===== config.mk =====
export PLATFORM = sky130hd
export DESIGN_NAME = lfu_page_replacement
export DESIGN_NICKNAME = d
export VERILOG_FILES = /design/src/hdl/lfu_pkg.sv /design/src/hdl/lfu_frame_cell.sv /design/src/hdl/lfu_page_replacement.sv
export VERILOG_INCLUDE_DIRS = /design/src /design/src/hdl
export SDC_FILE = /design/constraint.sdc
export NUM_CORES = 2
export LEC_CHECK = 0
export BUFFER_PORTS_ARGS = -buffer_cell sky130_fd_sc_hd__buf_2
export CORE_MARGIN = 8
export CORE_UTILIZATION = 47
export CTS_CLUSTER_DIAMETER = 50
export DETAILED_ROUTE_END_ITERATION = 10
export GPL_TIMING_DRIVEN = 0
export MAX_ROUTING_LAYER = met4
export PLACE_DENSITY_LB_ADDON = 0.3
export SETUP_SLACK_MARGIN = 0.2
export SKIP_LAST_GASP = 1
export SLEW_MARGIN = 10
export SYNTH_ARGS = -nofsm -noshare
export SYNTH_HDL_FRONTEND = slang
export SYNTH_SLANG_ARGS = --single-unit

===== constraint.sdc =====
create_clock -name clk -period 6.8 [get_ports clk]
set_input_delay 1.7 -clock clk [delete_from_list [all_inputs] [get_ports clk]]
set_output_delay 1.7 -clock clk [all_outputs]
set_load 0.01 [all_outputs]

===== src/hdl/lfu_page_replacement_macros.svh =====
// assertion macros for the lfu page replacement block
// expects clk and rst in the including module's scope
`ifndef LFU_PAGE_REPLACEMENT_MACROS_SVH
`define LFU_PAGE_REPLACEMENT_MACROS_SVH

// same-cycle implication
`define LFU_ASSERT_NOW(label, ante, cons) \
  label: assert property (@(posedge clk) disable iff (rst) (ante) |-> (cons)) \
    else $error("lfu check failed: same cycle");

// next-cycle implication
`define LFU_ASSERT_NEXT(label, ante, cons) \
  label: assert property (@(posedge clk) disable iff (rst) (ante) |=> (cons)) \
    else $error("lfu check failed: next cycle");

`endif


===== src/hdl/lfu_pkg.sv =====
// shared types and constants for the lfu page replacement block
// no dependencies
`default_nettype none

package lfu_pkg;

  localparam int NUM_PAGES   = 64;
  localparam int NUM_FRAMES  = 16;
  localparam int COUNT_BITS  = 16;
  localparam int PAGE_W      = 6;
  localparam int FRAME_W     = 4;
  localparam int PAGES_CFG_W = 7;
  localparam int FRAMES_CFG_W = 5;
  localparam int CFG_DATA_W  = 7;
  localparam int SCAN_W      = $clog2(NUM_FRAMES + 1);

  localparam logic [COUNT_BITS-1:0] COUNT_MAX = {COUNT_BITS{1'b1}};

  localparam logic CFG_PAGES  = 1'b0;
  localparam logic CFG_FRAMES = 1'b1;

  typedef enum logic [2:0] {
    OP_ACCESS  = 3'd0,
    OP_SELECT  = 3'd1,
    OP_REPLACE = 3'd2,
    OP_CLEAR   = 3'd3,
    OP_INSTALL = 3'd4
  } op_t;

  typedef enum logic {
    ST_IDLE,
    ST_SCAN
  } state_t;

  typedef struct packed {
    logic                    do_access;
    logic                    do_replace;
    logic                    do_clear;
    logic                    do_install;
    logic [PAGE_W-1:0]       pg;
    logic [PAGE_W-1:0]       np;
    logic [FRAME_W-1:0]      fr;
    logic [PAGES_CFG_W-1:0]  pages_lim;
    logic [FRAMES_CFG_W-1:0] frames_lim;
  } cell_cmd_t;

  typedef struct packed {
    logic hit_pg;
    logic used;
  } cell_stat_t;

  typedef struct packed {
    logic                  found;
    logic [COUNT_BITS-1:0] best;
    logic [PAGE_W-1:0]     page;
  } cand_t;

endpackage

`default_nettype wire


===== src/hdl/lfu_frame_cell.sv =====
// one frame cell: page tag, used flag, count, and one stage of the victim scan
// depends on lfu_pkg
`default_nettype none

module lfu_frame_cell (
  input  wire                          clk,
  input  wire                          rst,
  input  wire  [lfu_pkg::FRAME_W-1:0]  idx,
  input  lfu_pkg::cell_cmd_t           cmd,
  input  lfu_pkg::cand_t               cin,
  output lfu_pkg::cand_t               cout,
  output lfu_pkg::cell_stat_t          stat
);
  import lfu_pkg::*;

  logic                  used;
  logic [PAGE_W-1:0]     page;
  logic [COUNT_BITS-1:0] count;
  logic                  hit_pg;
  logic                  hit_np;
  logic                  sel_install;
  logic                  in_range;
  logic                  take;
  cand_t                 cout_next;

  assign hit_pg      = used && (page == cmd.pg);
  assign hit_np      = used && (page == cmd.np);
  assign sel_install = cmd.do_install && (cmd.fr == idx);
  assign in_range    = (FRAMES_CFG_W'(idx) < cmd.frames_lim);

  assign stat.hit_pg = hit_pg;
  assign stat.used   = used;

  always_ff @(posedge clk) begin
    if (rst) begin
      used <= 1'b0;
    end else if (sel_install) begin
      used <= 1'b1;
    end else if (cmd.do_replace && hit_np && (cmd.np != cmd.pg)) begin
      used <= 1'b0;
    end
  end

  always_ff @(posedge clk) begin
    if (sel_install) begin
      page  <= cmd.pg;
      count <= COUNT_BITS'(1);
    end else if (cmd.do_replace && hit_pg) begin
      page  <= cmd.np;
      count <= COUNT_BITS'(1);
    end else if (cmd.do_access && hit_pg && (count != COUNT_MAX)) begin
      count <= count + COUNT_BITS'(1);
    end else if (cmd.do_clear && used && (PAGES_CFG_W'(page) < cmd.pages_lim)) begin
      count <= '0;
    end
  end

  // scan stage: strict less keeps the lower frame on ties
  assign take = used && in_range && (!cin.found || (count < cin.best));

  always_comb begin
    cout_next = cin;
    if (take) begin
      cout_next.found = 1'b1;
      cout_next.best  = count;
      cout_next.page  = page;
    end
  end

  always_ff @(posedge clk) begin
    cout <= cout_next;
  end

endmodule

`default_nettype wire


===== src/hdl/lfu_page_replacement.sv =====
// top level of the lfu page replacement block: command decode, scan control, results
// depends on lfu_pkg, lfu_frame_cell and lfu_page_replacement_macros.svh
//
// channel   signals                                   handshake
// command   op, page, new_page, frame                 start & !busy
// result    victim_page, victim_found, ok             done, one cycle
// config    cfg_index, cfg_data                       cfg_valid & cfg_ready
//
// access, replace, clear, install and unknown ops: result in the cycle after accept,
// and a new command may be accepted in that same cycle
// select: the candidate walks the frame chain one cell per cycle; busy while in ST_SCAN,
// until scan_cnt reaches NUM_FRAMES, then the result is registered from the chain end
// synchronous reset clears all frames; the result side cannot stall
`default_nettype none

`include "lfu_page_replacement_macros.svh"

module lfu_page_replacement (
  input  wire                             clk,
  input  wire                             rst,
  input  wire                             start,
  output logic                            busy,
  input  wire  [2:0]                      op,
  input  wire  [lfu_pkg::PAGE_W-1:0]      page,
  input  wire  [lfu_pkg::PAGE_W-1:0]      new_page,
  input  wire  [lfu_pkg::FRAME_W-1:0]     frame,
  output logic                            done,
  output logic [lfu_pkg::PAGE_W-1:0]      victim_page,
  output logic                            victim_found,
  output logic                            ok,
  input  wire                             cfg_valid,
  output logic                            cfg_ready,
  input  wire                             cfg_index,
  input  wire  [lfu_pkg::CFG_DATA_W-1:0]  cfg_data
);
  import lfu_pkg::*;

  state_t                  state;
  state_t                  state_next;
  logic [SCAN_W-1:0]       scan_cnt;
  logic [PAGES_CFG_W-1:0]  pages_in_use;
  logic [FRAMES_CFG_W-1:0] frames_in_use;
  logic                    accept;
  logic                    scan_last;
  op_t                     op_code;
  cell_cmd_t               cmd;
  cell_stat_t              stat [NUM_FRAMES];
  cand_t                   chain [NUM_FRAMES+1];
  logic [NUM_FRAMES-1:0]   hit_pg_vec;
  logic [NUM_FRAMES-1:0]   used_vec;
  logic                    present_pg;
  logic                    pg_ok;
  logic                    np_ok;
  logic                    fr_ok;
  logic                    ok_now;

  assign cfg_ready = 1'b1;

  always_ff @(posedge clk) begin
    if (rst) begin
      pages_in_use  <= PAGES_CFG_W'(NUM_PAGES);
      frames_in_use <= FRAMES_CFG_W'(NUM_FRAMES);
    end else if (cfg_valid && cfg_ready) begin
      unique case (cfg_index)
        CFG_PAGES:  pages_in_use  <= cfg_data[PAGES_CFG_W-1:0];
        CFG_FRAMES: frames_in_use <= cfg_data[FRAMES_CFG_W-1:0];
        default: ;
      endcase
    end
  end

  assign accept  = start && !busy;
  assign op_code = op_t'(op);

  always_comb begin
    for (int i = 0; i < NUM_FRAMES; i++) begin
      hit_pg_vec[i] = stat[i].hit_pg;
      used_vec[i]   = stat[i].used;
    end
  end

  assign present_pg = |hit_pg_vec;
  assign pg_ok      = (PAGES_CFG_W'(page) < pages_in_use);
  assign np_ok      = (PAGES_CFG_W'(new_page) < pages_in_use);
  assign fr_ok      = (FRAMES_CFG_W'(frame) < frames_in_use);

  always_comb begin
    cmd            = '0;
    cmd.pg         = page;
    cmd.np         = new_page;
    cmd.fr         = frame;
    cmd.pages_lim  = pages_in_use;
    cmd.frames_lim = frames_in_use;
    ok_now         = 1'b0;
    case (op_code)
      OP_ACCESS: begin
        ok_now        = pg_ok;
        cmd.do_access = accept && pg_ok;
      end
      OP_SELECT: begin
        ok_now = 1'b1;
      end
      OP_REPLACE: begin
        ok_now         = pg_ok && np_ok && present_pg;
        cmd.do_replace = accept && ok_now;
      end
      OP_CLEAR: begin
        ok_now       = 1'b1;
        cmd.do_clear = accept;
      end
      OP_INSTALL: begin
        ok_now         = pg_ok && fr_ok && !used_vec[frame] && !present_pg;
        cmd.do_install = accept && ok_now;
      end
      default: begin
        ok_now = 1'b0;
      end
    endcase
  end

  // frame chain, empty candidate enters at the head
  assign chain[0] = '0;

  for (genvar i = 0; i < NUM_FRAMES; i++) begin : g_cell
    lfu_frame_cell u_cell (
      .clk  (clk),
      .rst  (rst),
      .idx  (FRAME_W'(i)),
      .cmd  (cmd),
      .cin  (chain[i]),
      .cout (chain[i+1]),
      .stat (stat[i])
    );
  end

  always_ff @(posedge clk) begin
    if (rst) begin
      state <= ST_IDLE;
    end else begin
      state <= state_next;
    end
  end

  always_ff @(posedge clk) begin
    if (rst) begin
      scan_cnt <= '0;
    end else if (accept) begin
      scan_cnt <= '0;
    end else if (state == ST_SCAN) begin
      scan_cnt <= scan_cnt + SCAN_W'(1);
    end
  end

  always_comb begin
    state_next = state;
    unique case (state)
      ST_IDLE: begin
        if (accept && (op_code == OP_SELECT)) begin
          state_next = ST_SCAN;
        end
      end
      ST_SCAN: begin
        if (scan_last) begin
          state_next = ST_IDLE;
        end
      end
      default: state_next = ST_IDLE;
    endcase
  end

  always_comb begin
    busy      = 1'b0;
    scan_last = 1'b0;
    unique case (state)
      ST_IDLE: ;
      ST_SCAN: begin
        busy      = 1'b1;
        scan_last = (scan_cnt == SCAN_W'(NUM_FRAMES));
      end
      default: ;
    endcase
  end

  always_ff @(posedge clk) begin
    if (rst) begin
      done <= 1'b0;
    end else begin
      done <= (accept && (op_code != OP_SELECT)) || scan_last;
    end
  end

  always_ff @(posedge clk) begin
    if (accept && (op_code != OP_SELECT)) begin
      victim_page  <= '0;
      victim_found <= 1'b0;
      ok           <= ok_now;
    end else if (scan_last) begin
      victim_page  <= chain[NUM_FRAMES].found ? chain[NUM_FRAMES].page : '0;
      victim_found <= chain[NUM_FRAMES].found;
      ok           <= 1'b1;
    end
  end

  `LFU_ASSERT_NEXT(a_select_busy, accept && (op_code == OP_SELECT), busy && !done)
  `LFU_ASSERT_NEXT(a_scan_result, scan_last, done && !busy && ok)
  `LFU_ASSERT_NOW(a_page_unique, 1'b1, $countones(hit_pg_vec) <= 1)
  `LFU_ASSERT_NOW(a_no_victim_zero, done && !victim_found, victim_page == '0)

endmodule

`default_nettype wire

==> summary.md <==
| Metric | Value |
|---|---|
| Internal power | `about 0.0078 W` |
| DIE AREA | `between 100000 and 150000 um^2` |
| Most common cell after layout, fill and taps aside | `dfxtp_1` |
| Routed Antenna Nets | `0` |
| Buf/Inv on CP | `4` |
| Synth-to-Final Area Change | `12.1%` |
| Sequential-to-total area share from yosys stat | `0.374` |
| Cell Pwr Density | `214 nW/um^2` |
| Gpl congestion | `~1` |
| Critical path class | `register to register` |
| Via Count | `roughly 36000` |
| Num CTS Buffers | `98` |
| Yosys cell types | `75` |
| Mapped Nets | `5051` |
| Most frequent cells in the layout | `dfxtp_1, mux2_2, nand2_1` |
| Congestion Overflow GR | `0` |
| Core area | `about 90000 um^2` |
| Vias per cell | `approximately 6` |
| Wire per inst | `21.1 um` |
| Die H | `317 um` |
| Min Tclk post-route | `5.47 ns` |
| Async S/R FF share, synth | `0` |
| Final Worst Setup Slack | `approximately 1.3 ns` |
| Number of DRC markers in iteration 0 | `between 3000 and 4000` |
| DRC | `0` |
| Clock Path Buffers | `3` |
| Nets | `5193` |
| Cell count along the critical path | `12` |
| Dpl cells | `5902` |
| Final setup viols | `0` |
| I/O Buffers | `36` |
| Initial Util | `0.474` |
| Final wirelength | `128000 um` |
| Max incr delay on CP | `approximately 1.0 ns` |
| Global-route wire length before repair | `approximately 200000 um` |
| CTS tree | `done` |
| CP Cell Sequence | `inv_1 -> ha_1 -> a21oi_1 -> o21ai_1 -> a2111oi_2 -> buf_2 -> buf_2 -> clkbuf_2 -> nand2_1 -> nor2_1 -> o21ai_0 -> a21oi_1` |
| Root Driver | `clkbuf_16` |
| WHS Path Cells | `1` |
| LEAKAGE | `18.5 nW` |
| Worst-Margin Slew | `approximately 1.4 ns` |
| Largest net degree at the start of global routing | `19` |
| Die X | `around 320 um` |
| Fin cells | `6091` |
| Setup bufs post-CTS | `0` |
| GRT Overall Usage | `0.257` |
| Number of flops mapped to enable cells by yosys | `between 90 and 100` |
| Sink Count | `about 750` |
| Flop pwr share | `0.443` |
| Slew Limit Fails | `0` |
| Maximum VDD drop | `approximately 240 uV` |
| Unrepaired setup endpoints after global routing | `no` |
| Combined area of all synthesized cells | `roughly 43000 um^2` |
| R2R cell count | `12` |
| Final Cycle Share | `0.804` |
| Layout cells sized above 1 | `0.144` |
| CP Launch Type | `register` |
| Seq cells post-synth | `747` |
| Post-CTS Resized | `0` |
| Vias in the first global route | `~34000` |
| Slew HR | `0.0525` |
| Sw Ratio | `0.240` |
| Average size of a mapped cell | `around 9.1 um^2` |
| Clk_lat worst skew | `between 0.6 and 0.7 ns` |
| CP max-delay cell | `a2111oi_2` |
| Clk slew on worst S/H paths | `around 0.060 ns` |
| HPWL Detailed | `slightly above 90000 um` |
| Maxcap violations | `0` |
| Most common flop cell mapped by yosys | `dfxtp_1` |
| Setup TNS Final | `0 ns` |
| Combinational share of power | `0.041` |
| Synthesis Warnings | `0` |
| Critical Path End Type | `register` |
| Hold_buf cts | `0` |
| FP Rows | `110` |
| Psw | `0.00246 W` |
| Critical-path maximum fanout | `18` |
| Clock Power Share | `0.516` |
| DRT Pass-1 Iters | `6` |
| Pre-CTS setup slack | `approximately 0.75 ns` |
| Clk_skew | `0.0424 ns` |
| Max frequency | `roughly 0.18 GHz` |
| Min-Delay Path Class | `register to register` |
| Io pins | `42` |
| Status | `complete, no violations` |
| H-tree lvl count | `3` |
| Syn Inst Count | `4684` |
| Hold slack | `~0.44 ns` |
| Antenna violations before repair | `7` |
| Worst EP required | `about 7.4 ns` |
| Hold Vio Cnt, Final | `0` |
| CP Data Arrival Time | `between 6 and 7 ns` |
| CP top delay family | `buffers and inverters` |
-- cell usage after synthesis (26+ instances only) --
master    number  area (um^2)
ha_1         336         4200
xor2_1       119         1040
inv_1        260          976
nor3_1        79          395
nand4_1       94          588
o21ai_0      207         1040
buf_1         27          101
a211oi_1      61          458
nand3_1      217         1090
nand2b_1      76          475
nand3b_1      68          510
o211ai_1      33          248
a31oi_1       83          519
o21a_1        26          195
edfxtp_1      97         2910
o311ai_0      37          324
nor2_1       277         1040
and3_1        87          544
nor2b_1       32          200
clkbuf_1     153          574
nand2_1      355         1330
a21oi_1      315         1580
a21o_1        73          548
dfxtp_1      650        13000
or3_1         91          569
mux2_2       364         4100
and2_1        32          200
nor4_1        70          438
xnor2_1       83          727
or2_2         32          200
-- path summary, 6_finish.rpt --
kind                             startpoint                         end  slack [ns]
setup / recovery            pages_in_use[2]  g_cell[15].u_cell.count[8]        1.33
hold / removal    g_cell[15].u_cell.cout[5]              victim_page[5]        0.44
setup reg to reg            pages_in_use[2]  g_cell[15].u_cell.count[8]        1.33
hold reg to reg   g_cell[15].u_cell.cout[5]              victim_page[5]        0.44
-- area by class of cell --
type	count	area, um^2
inverters	261	980
repair buffers	42	225
well taps	1176	1470
clock inverters	65	718
plain buffers	227	1080
multi-input cells	3449	24700
fillers	8077	42100
flip-flops and latches	747	15900
diodes	6	15.0
clock buffers	118	2640
-- sequential cells by signal (all words and copies together) (netlist names) --
name and cells:
g_cell.u_cell.cout 352, ok 1, victim_found 1, done 1, pages_in_use 7, scan_cnt 5, victim_page 6, g_cell.u_cell.page 96
g_cell.u_cell.used 16, g_cell.u_cell.count 256, state 1, frames_in_use 5
-- cell families (layout without fill, tap and decap cells) --
family / after synthesis / in the layout / share of synthesized area
mux: 373 / 373 / 0.0995
buf+inv: 488 / 713 / 0.0484
flops: 747 / 747 / 0.374
xor+xnor: 202 / 202 / 0.0415
compound gates: 974 / 974 / 0.149
fa+ha+maj: 336 / 336 / 0.0987
simple gates: 1563 / 1563 / 0.189
other cells: 1 / 7 / 0.0000881
-- metrics by stage --
step                      cell area [um^2]  total power [W]   util
after floorplan                      42600          0.00487      -
after global placement               44200          0.00502  0.492
after detailed placement             44400          0.00503  0.493
after CTS                            47700           0.0103  0.531
after global routing                 47700           0.0105  0.531
final                                47700           0.0102  0.531
-- power by group through the flow --
stage	clock network (W)	logic, W	registers [W]
final	0.00527	0.000423	0.00453
after detailed placement	0	0.000409	0.00462
after global placement	0	0.000398	0.00462
after CTS	0.00537	0.000411	0.00453
after global routing	0.00556	0.000446	0.00453
after floorplan	0	0.000260	0.00461
-- metal layers --
metal / vias up / global-route usage / part of all wire
met5: - / - / 0
met4: 0 / 0.121 / 0.049
met3: 359 / 0.0401 / 0.076
met2: 1409 / 0.393 / 0.44
met1: 17300 / 0.332 / 0.43
li1: 17300 / - / -
Power figures use the tool's default switching activity.
